**config.mk**
```make
export PLATFORM = sky130hd
export DESIGN_NAME = id3v2_tag_frame_parser_core
export DESIGN_NICKNAME = d
export VERILOG_FILES = /design/src/rtl/id3_pkg.sv /design/src/rtl/id3_in_stage.sv /design/src/rtl/id3_step.sv /design/src/rtl/id3_out_buf.sv /design/src/rtl/id3v2_tag_frame_parser_core.sv
export SDC_FILE = /design/constraint.sdc
export NUM_CORES = 1
export LEC_CHECK = 0
export BUFFER_PORTS_ARGS = -buffer_cell sky130_fd_sc_hd__buf_2
export CORE_MARGIN = 5
export CORE_UTILIZATION = 65
export CTS_BUF_LIST = sky130_fd_sc_hd__clkbuf_4
export DETAILED_ROUTE_END_ITERATION = 7
export PLACE_DENSITY_LB_ADDON = 0.15
export SETUP_SLACK_MARGIN = 0.2
export SYNTH_ARGS = -nofsm -noshare
export SYNTH_HDL_FRONTEND = slang
export SYNTH_HIERARCHICAL = 1
export SYNTH_SLANG_ARGS = --single-unit
```
**constraint.sdc**
```tcl
create_clock -name clk -period 10.62 [get_ports clk]
set_clock_uncertainty 0.1 [all_clocks]
set_input_delay 3.186 -clock clk [delete_from_list [all_inputs] [get_ports clk]]
set_output_delay 3.186 -clock clk [all_outputs]
set_load 0.03 [all_outputs]
```
**src/rtl/id3_pkg.sv**
```systemverilog
// ----------------------------------------------------------------------------
// ID3v2 tag frame parser package
// Shared types, codes and the frame id table of the tag frame parser.
// ----------------------------------------------------------------------------
package id3_pkg;

	// Parser phases: tag header, frame id, frame size, frame flags, frame body, done.
	typedef enum logic [2:0] {
		PH_HEADER,
		PH_FID,
		PH_FSIZE,
		PH_FFLAGS,
		PH_BODY,
		PH_DONE
	} id3_phase_t;

	// Walk through the head of a picture frame before its image data.
	typedef enum logic [2:0] {
		PIC_ENC,
		PIC_MIME,
		PIC_TYPE,
		PIC_DESC,
		PIC_DATA
	} id3_pic_t;

	// Result kinds.
	localparam logic [3:0] KIND_VER_MAJOR = 4'd0;
	localparam logic [3:0] KIND_VER_MINOR = 4'd1;
	localparam logic [3:0] KIND_IMAGE     = 4'd10;
	localparam logic [3:0] KIND_SKIP      = 4'd15;

	localparam int unsigned NUM_IDS = 10;

	// Known frame ids and the kind that each one maps to.
	localparam logic [31:0] KNOWN_IDS [NUM_IDS] = '{
		32'h54504531, 32'h54495432, 32'h54414C42, 32'h54434F4E, 32'h54594552,
		32'h54524143, 32'h5442504D, 32'h54505542, 32'h5452434B, 32'h41504943
	};
	localparam logic [3:0] KNOWN_KINDS [NUM_IDS] = '{
		4'd2, 4'd3, 4'd4, 4'd5, 4'd6, 4'd7, 4'd8, 4'd9, 4'd7, 4'd10
	};

	typedef struct packed {
		id3_phase_t  phase;
		logic [3:0]  field_count;
		logic [27:0] tag_left;
		logic [31:0] frame_id_shift;
		logic [31:0] frame_left;
		logic [3:0]  frame_kind;
		id3_pic_t    picture_substate;
	} id3_state_t;

	localparam id3_state_t STATE_RESET = '{
		phase:            PH_HEADER,
		field_count:      4'd0,
		tag_left:         28'd0,
		frame_id_shift:   32'd0,
		frame_left:       32'd0,
		frame_kind:       4'd0,
		picture_substate: PIC_ENC
	};

	typedef struct packed {
		logic [3:0] kind;
		logic [7:0] value_byte;
		logic       last;
	} id3_result_t;

	// Maps a frame id to its kind; unknown ids are skipped.
	function automatic logic [3:0] lookup_kind(input logic [31:0] id);
		logic [3:0] k;
		k = KIND_SKIP;
		for (int i = 0; i < NUM_IDS; i++) begin
			if (KNOWN_IDS[i] == id) begin
				k = KNOWN_KINDS[i];
			end
		end
		return k;
	endfunction

endpackage

```
**src/rtl/id3_in_stage.sv**
```systemverilog
// ----------------------------------------------------------------------------
// ID3 input stage
// Registers one incoming tag byte and its start flag until it is processed.
// ----------------------------------------------------------------------------
module id3_in_stage (
	input  logic       clk,
	input  logic       arst_n,
	input  logic       in_valid,
	output logic       in_ready,
	input  logic       in_start,
	input  logic [7:0] in_byte,
	input  logic       take,
	output logic       valid_s1,
	output logic       start_s1,
	output logic [7:0] byte_s1
);

	// The stage refills in the same cycle that its byte is taken.
	assign in_ready = !valid_s1 || take;

	always_ff @(posedge clk or negedge arst_n) begin
		if (!arst_n) begin
			valid_s1 <= 1'b0;
		end else if (in_ready) begin
			valid_s1 <= in_valid;
		end
	end

	always_ff @(posedge clk) begin
		if (in_ready && in_valid) begin
			start_s1 <= in_start;
			byte_s1  <= in_byte;
		end
	end

endmodule

```
**src/rtl/id3_step.sv**
```systemverilog
// ----------------------------------------------------------------------------
// ID3 parse step
// Combinational next state and result for one tag byte.
// ----------------------------------------------------------------------------
module id3_step (
	input  id3_pkg::id3_state_t  cur_st,
	input  logic                 start,
	input  logic [7:0]           data_byte,
	output id3_pkg::id3_state_t  nxt_st,
	output logic                 res_valid,
	output id3_pkg::id3_result_t res
);

	id3_pkg::id3_state_t st;
	logic [3:0]  fc_inc;
	logic [31:0] fid_new;
	logic [31:0] fsize_new;
	logic [31:0] fl_dec;

	// A start byte parses as if the block had just come out of reset.
	assign st        = start ? id3_pkg::STATE_RESET : cur_st;
	assign fc_inc    = st.field_count + 4'd1;
	assign fid_new   = {st.frame_id_shift[23:0], data_byte};
	assign fsize_new = {st.frame_left[23:0], data_byte};
	assign fl_dec    = st.frame_left - 32'd1;

	always_comb begin : next_state_logic
		nxt_st = st;
		case (st.phase)
			id3_pkg::PH_HEADER: begin
				nxt_st.field_count = fc_inc;
				if (st.field_count >= 4'd6) begin
					nxt_st.tag_left = {st.tag_left[20:0], data_byte[6:0]};
				end
				if (fc_inc >= 4'd10) begin
					nxt_st.phase          = id3_pkg::PH_FID;
					nxt_st.field_count    = 4'd0;
					nxt_st.frame_id_shift = 32'd0;
					nxt_st.frame_left     = 32'd0;
					if (nxt_st.tag_left == 28'd0) begin
						nxt_st.phase = id3_pkg::PH_DONE;
					end
				end
			end
			id3_pkg::PH_DONE: begin
				nxt_st = st;
			end
			default: begin
				nxt_st.tag_left = st.tag_left - 28'd1;
				case (st.phase)
					id3_pkg::PH_FID: begin
						nxt_st.frame_id_shift = fid_new;
						nxt_st.field_count    = fc_inc;
						if (fc_inc >= 4'd4) begin
							if (fid_new == 32'd0) begin
								// Padding ends the tag.
								nxt_st.phase = id3_pkg::PH_DONE;
							end else begin
								nxt_st.frame_kind  = id3_pkg::lookup_kind(fid_new);
								nxt_st.phase       = id3_pkg::PH_FSIZE;
								nxt_st.field_count = 4'd0;
							end
						end
					end
					id3_pkg::PH_FSIZE: begin
						nxt_st.frame_left  = fsize_new;
						nxt_st.field_count = fc_inc;
						if (fc_inc >= 4'd4) begin
							nxt_st.phase       = id3_pkg::PH_FFLAGS;
							nxt_st.field_count = 4'd0;
						end
					end
					id3_pkg::PH_FFLAGS: begin
						nxt_st.field_count = fc_inc;
						if (fc_inc >= 4'd2) begin
							nxt_st.picture_substate = id3_pkg::PIC_ENC;
							if (st.frame_left == 32'd0) begin
								nxt_st.phase          = id3_pkg::PH_FID;
								nxt_st.field_count    = 4'd0;
								nxt_st.frame_id_shift = 32'd0;
								nxt_st.frame_left     = 32'd0;
							end else begin
								nxt_st.phase       = id3_pkg::PH_BODY;
								nxt_st.field_count = 4'd0;
							end
						end
					end
					default: begin
						nxt_st.frame_left = fl_dec;
						if (st.frame_kind == id3_pkg::KIND_IMAGE) begin
							case (st.picture_substate)
								id3_pkg::PIC_ENC: nxt_st.picture_substate = id3_pkg::PIC_MIME;
								id3_pkg::PIC_MIME: begin
									if (data_byte == 8'd0) begin
										nxt_st.picture_substate = id3_pkg::PIC_TYPE;
									end
								end
								id3_pkg::PIC_TYPE: nxt_st.picture_substate = id3_pkg::PIC_DESC;
								id3_pkg::PIC_DESC: begin
									if (data_byte == 8'd0) begin
										nxt_st.picture_substate = id3_pkg::PIC_DATA;
									end
								end
								default: nxt_st.picture_substate = st.picture_substate;
							endcase
						end
						if (fl_dec == 32'd0) begin
							nxt_st.phase          = id3_pkg::PH_FID;
							nxt_st.field_count    = 4'd0;
							nxt_st.frame_id_shift = 32'd0;
							nxt_st.frame_left     = 32'd0;
						end
					end
				endcase
				if (nxt_st.tag_left == 28'd0) begin
					nxt_st.phase = id3_pkg::PH_DONE;
				end
			end
		endcase
	end

	always_comb begin : output_logic
		res_valid      = 1'b0;
		res.kind       = st.frame_kind;
		res.value_byte = data_byte;
		res.last       = (st.frame_left == 32'd1) || (st.tag_left == 28'd1);
		case (st.phase)
			id3_pkg::PH_HEADER: begin
				res.last = 1'b1;
				if (st.field_count == 4'd3) begin
					res_valid = 1'b1;
					res.kind  = id3_pkg::KIND_VER_MAJOR;
				end else if (st.field_count == 4'd4) begin
					res_valid = 1'b1;
					res.kind  = id3_pkg::KIND_VER_MINOR;
				end
			end
			id3_pkg::PH_BODY: begin
				if (st.frame_kind == id3_pkg::KIND_IMAGE) begin
					res_valid = !(st.picture_substate inside {id3_pkg::PIC_ENC,
						id3_pkg::PIC_MIME, id3_pkg::PIC_TYPE, id3_pkg::PIC_DESC});
				end else begin
					res_valid = (st.frame_kind != id3_pkg::KIND_SKIP);
				end
			end
			default: res_valid = 1'b0;
		endcase
	end

endmodule

```
**src/rtl/id3_out_buf.sv**
```systemverilog
// ----------------------------------------------------------------------------
// ID3 output buffer
// Two-entry result buffer that decouples the parse step from the consumer.
// ----------------------------------------------------------------------------
module id3_out_buf (
	input  logic                 clk,
	input  logic                 arst_n,
	input  logic                 push,
	input  id3_pkg::id3_result_t push_data,
	output logic                 full,
	output logic                 out_valid,
	input  logic                 out_ready,
	output id3_pkg::id3_result_t out_data
);

	id3_pkg::id3_result_t mem_q [2];
	logic       wr_ptr_q;
	logic       rd_ptr_q;
	logic [1:0] count_q;
	logic       pop;

	assign full      = (count_q == 2'd2);
	assign out_valid = (count_q != 2'd0);
	assign out_data  = mem_q[rd_ptr_q];
	assign pop       = out_valid && out_ready;

	always_ff @(posedge clk or negedge arst_n) begin
		if (!arst_n) begin
			wr_ptr_q <= 1'b0;
			rd_ptr_q <= 1'b0;
			count_q  <= 2'd0;
		end else begin
			if (push) begin
				wr_ptr_q <= !wr_ptr_q;
			end
			if (pop) begin
				rd_ptr_q <= !rd_ptr_q;
			end
			count_q <= count_q + {1'b0, push} - {1'b0, pop};
		end
	end

	always_ff @(posedge clk) begin
		if (push) begin
			mem_q[wr_ptr_q] <= push_data;
		end
	end

endmodule

```
**src/rtl/id3v2_tag_frame_parser_core.sv**
```systemverilog
// ----------------------------------------------------------------------------
// ID3v2 tag frame parser core
// Parses an ID3v2 tag one byte per request and emits version bytes, text
// frame payload bytes and picture data bytes tagged with their kind.
// ----------------------------------------------------------------------------
//
//  Channel  | Direction | tdata            | tuser        | tlast
//  ---------+-----------+------------------+--------------+-------------------
//  s_*      | in        | [7:0] data_byte  | [0] start_req| -
//  m_*      | out       | [7:0] value_byte | [3:0] kind   | last of the frame or tag, or a version byte
//
// Each input request is held in the input register and is resolved by one
// pass of the parse step, so a new byte is accepted every cycle while the
// output buffer has room. A result is written to the output buffer at the
// edge that takes its byte out of the input register, and the m_ side takes
// it from that buffer. Reset puts the parser at tag header byte 0 and
// empties both buffers. A stalled consumer fills the two-entry output
// buffer, and only then does s_tready drop; bytes that give no result still
// need buffer room.
//
module id3v2_tag_frame_parser_core (
	input  logic       clk,
	input  logic       arst_n,
	input  logic       s_tvalid,
	output logic       s_tready,
	input  logic [7:0] s_tdata,   // [7:0] data_byte
	input  logic [0:0] s_tuser,   // [0] start_req
	output logic       m_tvalid,
	input  logic       m_tready,
	output logic [7:0] m_tdata,   // [7:0] value_byte
	output logic [3:0] m_tuser,   // [3:0] kind
	output logic       m_tlast
);

	logic       valid_s1;
	logic       start_s1;
	logic [7:0] byte_s1;
	logic       buf_full;
	logic       fire;

	id3_pkg::id3_state_t  state_q;
	id3_pkg::id3_state_t  state_nxt;
	logic                 res_valid;
	id3_pkg::id3_result_t res;
	id3_pkg::id3_result_t out_res;

	// The byte in the input register is parsed whenever the output buffer
	// has room, whether or not that byte produces a result.
	assign fire = valid_s1 && !buf_full;

	id3_in_stage u_in_stage (
		.clk      (clk),
		.arst_n   (arst_n),
		.in_valid (s_tvalid),
		.in_ready (s_tready),
		.in_start (s_tuser[0]),
		.in_byte  (s_tdata),
		.take     (fire),
		.valid_s1 (valid_s1),
		.start_s1 (start_s1),
		.byte_s1  (byte_s1)
	);

	id3_step u_step (
		.cur_st    (state_q),
		.start     (start_s1),
		.data_byte (byte_s1),
		.nxt_st    (state_nxt),
		.res_valid (res_valid),
		.res       (res)
	);

	// Parser state advances only on a processed byte.
	always_ff @(posedge clk or negedge arst_n) begin
		if (!arst_n) begin
			state_q <= id3_pkg::STATE_RESET;
		end else if (fire) begin
			state_q <= state_nxt;
		end
	end

	id3_out_buf u_out_buf (
		.clk       (clk),
		.arst_n    (arst_n),
		.push      (fire && res_valid),
		.push_data (res),
		.full      (buf_full),
		.out_valid (m_tvalid),
		.out_ready (m_tready),
		.out_data  (out_res)
	);

	assign m_tdata = out_res.value_byte;
	assign m_tuser = out_res.kind;
	assign m_tlast = out_res.last;

endmodule
```
# Yosys cells after proc, flatten, opt, wreduce, memory -nomap -nowiden
# Memories as Yosys holds them, arrays and structs flattened.
# Cells that the tools add are included.
# classes
n_addsub	5
magnitude_cmp	4
eq_ne	25
mux	51
reduce_logical	23
# op_table
operator	n
== test 31 x 32 -> 1 bit (first input constant)	10
2-to-1 mux 64 bit	4
case mux 99 bit (2 select lines)	1
case mux 32 bit (3 select lines)	2
2-to-1 mux 106 bit	1
zero test 32 bit	3
2-to-1 mux 4 bit	17
zero test 28 bit	2
2-to-1 mux 28 bit	2
2-to-1 mux 7 bit	7
== test 32 x 1 -> 1 bit (second input constant)	1
subtractor 32 x 1 -> 32 bit (second input constant)	1
== test 28 x 1 -> 1 bit (second input constant)	1
subtractor 28 x 1 -> 28 bit (second input constant)	1
2-to-1 mux 3 bit	7
case mux 7 bit (3 select lines)	1
== test 3 x 2 -> 1 bit (second input constant)	4
case mux 3 bit (4 select lines)	1
>= comparator 4 x 3 -> 1 bit (second input constant)	2
zero test 8 bit	1
== test 3 x 1 -> 1 bit (second input constant)	2
== test 3 bit (second input constant)	2
zero test 3 bit	2
2-to-1 mux 1 bit	6
18 further kinds	27
# totals
regBits	120
mem_bits_rw	26
input_bits	13
output_inout_bits	15
wordCells	122
mem_count	1
# mem_list
name	words	word_bits	rd	rd_ports_with_merged_regs	wr	line	source
u_out_buf.mem_q	2	13	1	0	1	id3_out_buf.sv:16	id3_pkg::id3_result_t mem_q [2];

# Longest topological paths before layout
# logic_depth
ltp_word	16
mapped_depth	19
mapped_depth_nobuf	12

# Modules after synthesis
# Netlist, hierarchy kept.
# by_module_without_submodules
module	n_inst	cells_each	area_each_um2	seq_area_each_um2
id3_step	1	913	5452.7	0.0
id3v2_tag_frame_parser_core	1	226	4026.4	2652.5
id3_out_buf	1	57	1138.6	880.8
id3_in_stage	1	13	324.1	295.3

# Worst setup path after synthesis
# Ideal clock, no wire load.
# synth_path
kind	flip-flop to output port
start	register u_out_buf.count_q[1]
end	output port s_tready
t_arrival_ps	1152
t_required_ps	7334
path_slack_ps	6182
path_stages_with_launch	6
path_buffers	2
cell_sequence	dfrtp_1 > nor2b_1 > nor2b_4 > buf_6 > buf_2 > nand2b_4
# synth_between
elab_chain_cells	4
# synth_rtl
item	line	source
from (decl)	id3_out_buf.sv:19	logic [1:0] count_q;
from (signal assigned)	id3_out_buf.sv:39	count_q <= count_q + {1'b0, push} - {1'b0, pop};
== test 2 bit	id3_out_buf.sv:22	assign full = (count_q == 2'd2);
named net buf_full	id3v2_tag_frame_parser_core.sv:38	logic buf_full;
zero test 1 bit	id3v2_tag_frame_parser_core.sv:49	assign fire = valid_s1 && !buf_full;
logical AND 1 bit	id3v2_tag_frame_parser_core.sv:49	
named net fire	id3v2_tag_frame_parser_core.sv:39	logic fire;
logical OR 1 bit	id3_in_stage.sv:19	assign in_ready = !valid_s1 || take;
to (decl)	id3v2_tag_frame_parser_core.sv:25	output logic s_tready,
# The timed path passes the listed nets, and every way through them passes these cells.

# Final worst setup path
# layout_path
start	register u_out_buf.count_q[1]
end	output port s_tready
# layout_between
elab_chain_cells	4
# layout_rtl
item	line
== test 2 bit	id3_out_buf.sv:22
named net buf_full	id3v2_tag_frame_parser_core.sv:38
zero test 1 bit	id3v2_tag_frame_parser_core.sv:49
logical AND 1 bit	id3v2_tag_frame_parser_core.sv:49
logical OR 1 bit	id3_in_stage.sv:19
# The timed path passes the listed nets, and every way through them passes these cells.

==> impl_metrics.xml <==
<?xml version="1.0" encoding="UTF-8"?>
<metrics>
  <group name="clocking">
    <metric name="clock_sink_count" unit="">138</metric>
    <metric name="cts_hold_buf" unit="">0</metric>
    <metric name="h-tree-depth" unit="">4</metric>
    <metric name="clockBufferDepth" unit="">2</metric>
    <metric name="cts_repair_resize_count" unit="">0</metric>
    <metric name="setup_fix_buffers_added_after_clock_tree_synthesis" unit="">0</metric>
    <metric name="cts_tree" unit="">built</metric>
    <metric name="clock_transition_at_the_registers_of_the_reported_paths" unit="ps">130</metric>
    <metric name="worst_skew_pair.late_latency" unit="ps">580</metric>
    <metric name="tritoncts.num_buffers" unit="">17</metric>
    <metric name="clock_tree.root_cell" unit="">clkbuf_4</metric>
  </group>
  <group name="flow_run">
    <metric name="drv.max_cap_violation_count" unit="">0</metric>
  </group>
  <group name="drt">
    <metric name="wl_per_cell" unit="um">22.0</metric>
    <metric name="drt_wl_total" unit="mm">30.1</metric>
    <metric name="final_antenna_net_count" unit="">0</metric>
    <metric name="drt-initial-drc-count" unit="">1160</metric>
    <metric name="dr.pass1.iters" unit="">8</metric>
    <metric name="post-route-drc-count" unit="">1</metric>
    <metric name="route.vias.total" unit="">9828</metric>
    <metric name="avgViaCountPerCell" unit="">7.18</metric>
  </group>
  <group name="timing">
    <metric name="holdWs" unit="ps">406</metric>
    <metric name="tns" unit="ps">0</metric>
    <metric name="tightest_slew" unit="ps">1260</metric>
    <metric name="timing.final.max_slew_violations" unit="">0</metric>
    <metric name="layout_min_cycle_time" unit="ps">5580</metric>
    <metric name="maxSlewHeadroom" unit="">0.161</metric>
    <metric name="achievable-frequency" unit="GHz">0.179</metric>
    <metric name="rsz0062_at_grt" unit="">false</metric>
    <metric name="timing.final.setup_violations" unit="">0</metric>
    <metric name="hold_viol_final" unit="">0</metric>
    <metric name="final.period_utilization" unit="">0.526</metric>
  </group>
  <group name="critical_path">
    <metric name="worst-r2r-cell-count" unit="">13</metric>
    <metric name="critical_path_class" unit="">flip-flop to output port</metric>
    <metric name="worstReg2RegEnd" unit="">state_q[47]$_DFFE_PN0P_</metric>
    <metric name="critical_path.max_fanout" unit="">55</metric>
    <metric name="timing.critical_path.from_type" unit="">flip-flop</metric>
    <metric name="worst-endpoint-arrival" unit="ps">2300</metric>
    <metric name="cp-end-kind" unit="">output port</metric>
    <metric name="rr_startpoint" unit="">u_in_stage/start_s1$_DFFE_PP_</metric>
    <metric name="worst_path_required" unit="ps">7330</metric>
    <metric name="worst_case_register_to_register_setup_slack" unit="ps">5500</metric>
  </group>
  <group name="floorplanning">
    <metric name="initial_standard_cell_utilization_of_the_core" unit="">0.664</metric>
    <metric name="placeableCoreArea" unit="um^2">15900</metric>
    <metric name="floorplan.die_area" unit="um^2">18900</metric>
    <metric name="placement_rows" unit="">46</metric>
    <metric name="die_w" unit="um">138</metric>
    <metric name="io_pins" unit="">28</metric>
    <metric name="floorplan.die.height" unit="um">138</metric>
  </group>
  <group name="placement">
    <metric name="placed_area" unit="um^2">10600</metric>
    <metric name="detailed_place_hpwl" unit="mm">19.8</metric>
    <metric name="gpl.final_weighted_congestion" unit="">0.978</metric>
    <metric name="port-buffer-count" unit="">27</metric>
  </group>
  <group name="grt">
    <metric name="vias_in_the_first_global_route" unit="">8988</metric>
    <metric name="antenna_violations_before_repair" unit="">1</metric>
    <metric name="grt_start_max_net_pins" unit="">65</metric>
    <metric name="overflow" unit="">0</metric>
    <metric name="track_usage" unit="">0.321</metric>
    <metric name="grt_first_pass_wirelength" unit="mm">48.2</metric>
  </group>
  <group name="layout">
    <metric name="finalNetCount" unit="">1162</metric>
    <metric name="syn_to_final_growth" unit="%">2.70</metric>
    <metric name="final_cell_area_excluding_filler_cells" unit="um^2">10900</metric>
    <metric name="nFillCells" unit="">1314</metric>
    <metric name="final_layout_size_suffix_gt1_frac" unit="">0.195</metric>
  </group>
  <group name="yosys">
    <metric name="netlist_area" unit="um^2">10600</metric>
    <metric name="synth_nets" unit="">1208</metric>
    <metric name="syn_avg_cell_area" unit="um^2">8.93</metric>
    <metric name="yosys_warnings" unit="">6</metric>
    <metric name="syn_inst" unit="">1185</metric>
  </group>
  <group name="worst_hold_path">
    <metric name="hold_path_end" unit="">u_out_buf/wr_ptr_q$_DFFE_PN0P_</metric>
    <metric name="hold_path_class" unit="">flip-flop to flip-flop</metric>
    <metric name="min_path_cells" unit="">1</metric>
    <metric name="timing.hold.worst.start" unit="">u_out_buf/wr_ptr_q$_DFFE_PN0P_</metric>
  </group>
  <group name="outcome">
    <metric name="violations" unit="">design-rule violations</metric>
    <metric name="run_status" unit="">complete, but fails checks</metric>
  </group>
</metrics>
-- critical path, stage by stage (launching register included) --
cell and delay [ps]:
dfrtp_1 430, nor2b_1 170, nor2b_4 100, buf_4 560, nand2b_4 270, buf_2 190
-- layout by cell type (no fill, tap or decap), types with 10 or more instances in the layout --
| master | count |
|---|---|
| a211oi_1 | 11 |
| a31oi_1 | 21 |
| inv_1 | 29 |
| edfxtp_1 | 35 |
| or4_1 | 15 |
| nand2b_1 | 10 |
| mux2_2 | 92 |
| buf_2 | 26 |
| nor3_1 | 44 |
| a22oi_1 | 13 |
| ha_1 | 10 |
| nor4_1 | 39 |
| and3_1 | 11 |
| a22o_1 | 21 |
| o21ai_0 | 65 |
| nand3_1 | 35 |
| nand4_1 | 25 |
| buf_4 | 14 |
| mux2_4 | 20 |
| a221o_1 | 10 |
| nand2_1 | 94 |
| nor2_1 | 106 |
| dfrtp_1 | 103 |
| xor2_1 | 10 |
| clkbuf_4 | 17 |
| a21oi_1 | 44 |
| xnor2_1 | 15 |
| o21a_1 | 10 |
-- layer usage --
metal | vias up | wire length, um | track usage
li1 | 4417 | - | -
met1 | 4699 | 12500 | 0.440
met2 | 601 | 13700 | 0.501
met3 | 111 | 2820 | 0.0683
met4 | 0 | 1040 | 0.124
met5 | - | 0 | 0
-- worst max-delay path by stage --
stage / startpoint / depth (start not counted) / slack (ps) / endpoint
after global placement: u_out_buf/count_q[1]$_DFF_PN0_ / 5 / 5640 / s_tready
after floorplan: u_out_buf/count_q[1]$_DFF_PN0_ / 5 / 6180 / s_tready
after CTS: u_out_buf/count_q[1]$_DFF_PN0_ / 5 / 4980 / s_tready
after detailed placement: u_out_buf/count_q[1]$_DFF_PN0_ / 5 / 5640 / s_tready
after global routing: u_out_buf/count_q[1]$_DFF_PN0_ / 5 / 4880 / s_tready
final: u_out_buf/count_q[1]$_DFF_PN0_ / 5 / 5040 / s_tready
-- metrics by stage --
step,utilization,setup WS (ps),cells
after global placement,0.664,5640,1336
after floorplan,-,6180,1185
after detailed placement,0.664,5640,1336
after global routing,0.682,4880,1369
final,0.682,5040,1369
after CTS,0.681,4980,1368
-- area by class of cell --
| class | instances | area (um^2) | area share |
|---|---|---|---|
| multi-input cells | 912 | 6330 | 0.583 |
| flip-flops and latches | 138 | 3630 | 0.334 |
| well taps | 216 | 270 | 0.0249 |
| repair buffers | 40 | 235 | 0.0216 |
| clock inverters | 15 | 155 | 0.0143 |
| clock buffers | 17 | 128 | 0.0117 |
| inverters | 30 | 113 | 0.0104 |
| diodes | 1 | 2.50 | 0.000230 |
-- state kept, by name (all words and copies together), names as in the netlist --
signal,cells
state_q,98
u_out_buf/mem_q,26
u_in_stage/byte_s1,8
u_out_buf/count_q,2
u_in_stage/start_s1,1
u_in_stage/valid_s1,1
u_out_buf/rd_ptr_q,1
u_out_buf/wr_ptr_q,1
Power is not shown: default switching activity piles up to over one toggle a cycle in this logic, so the estimate is an artifact.
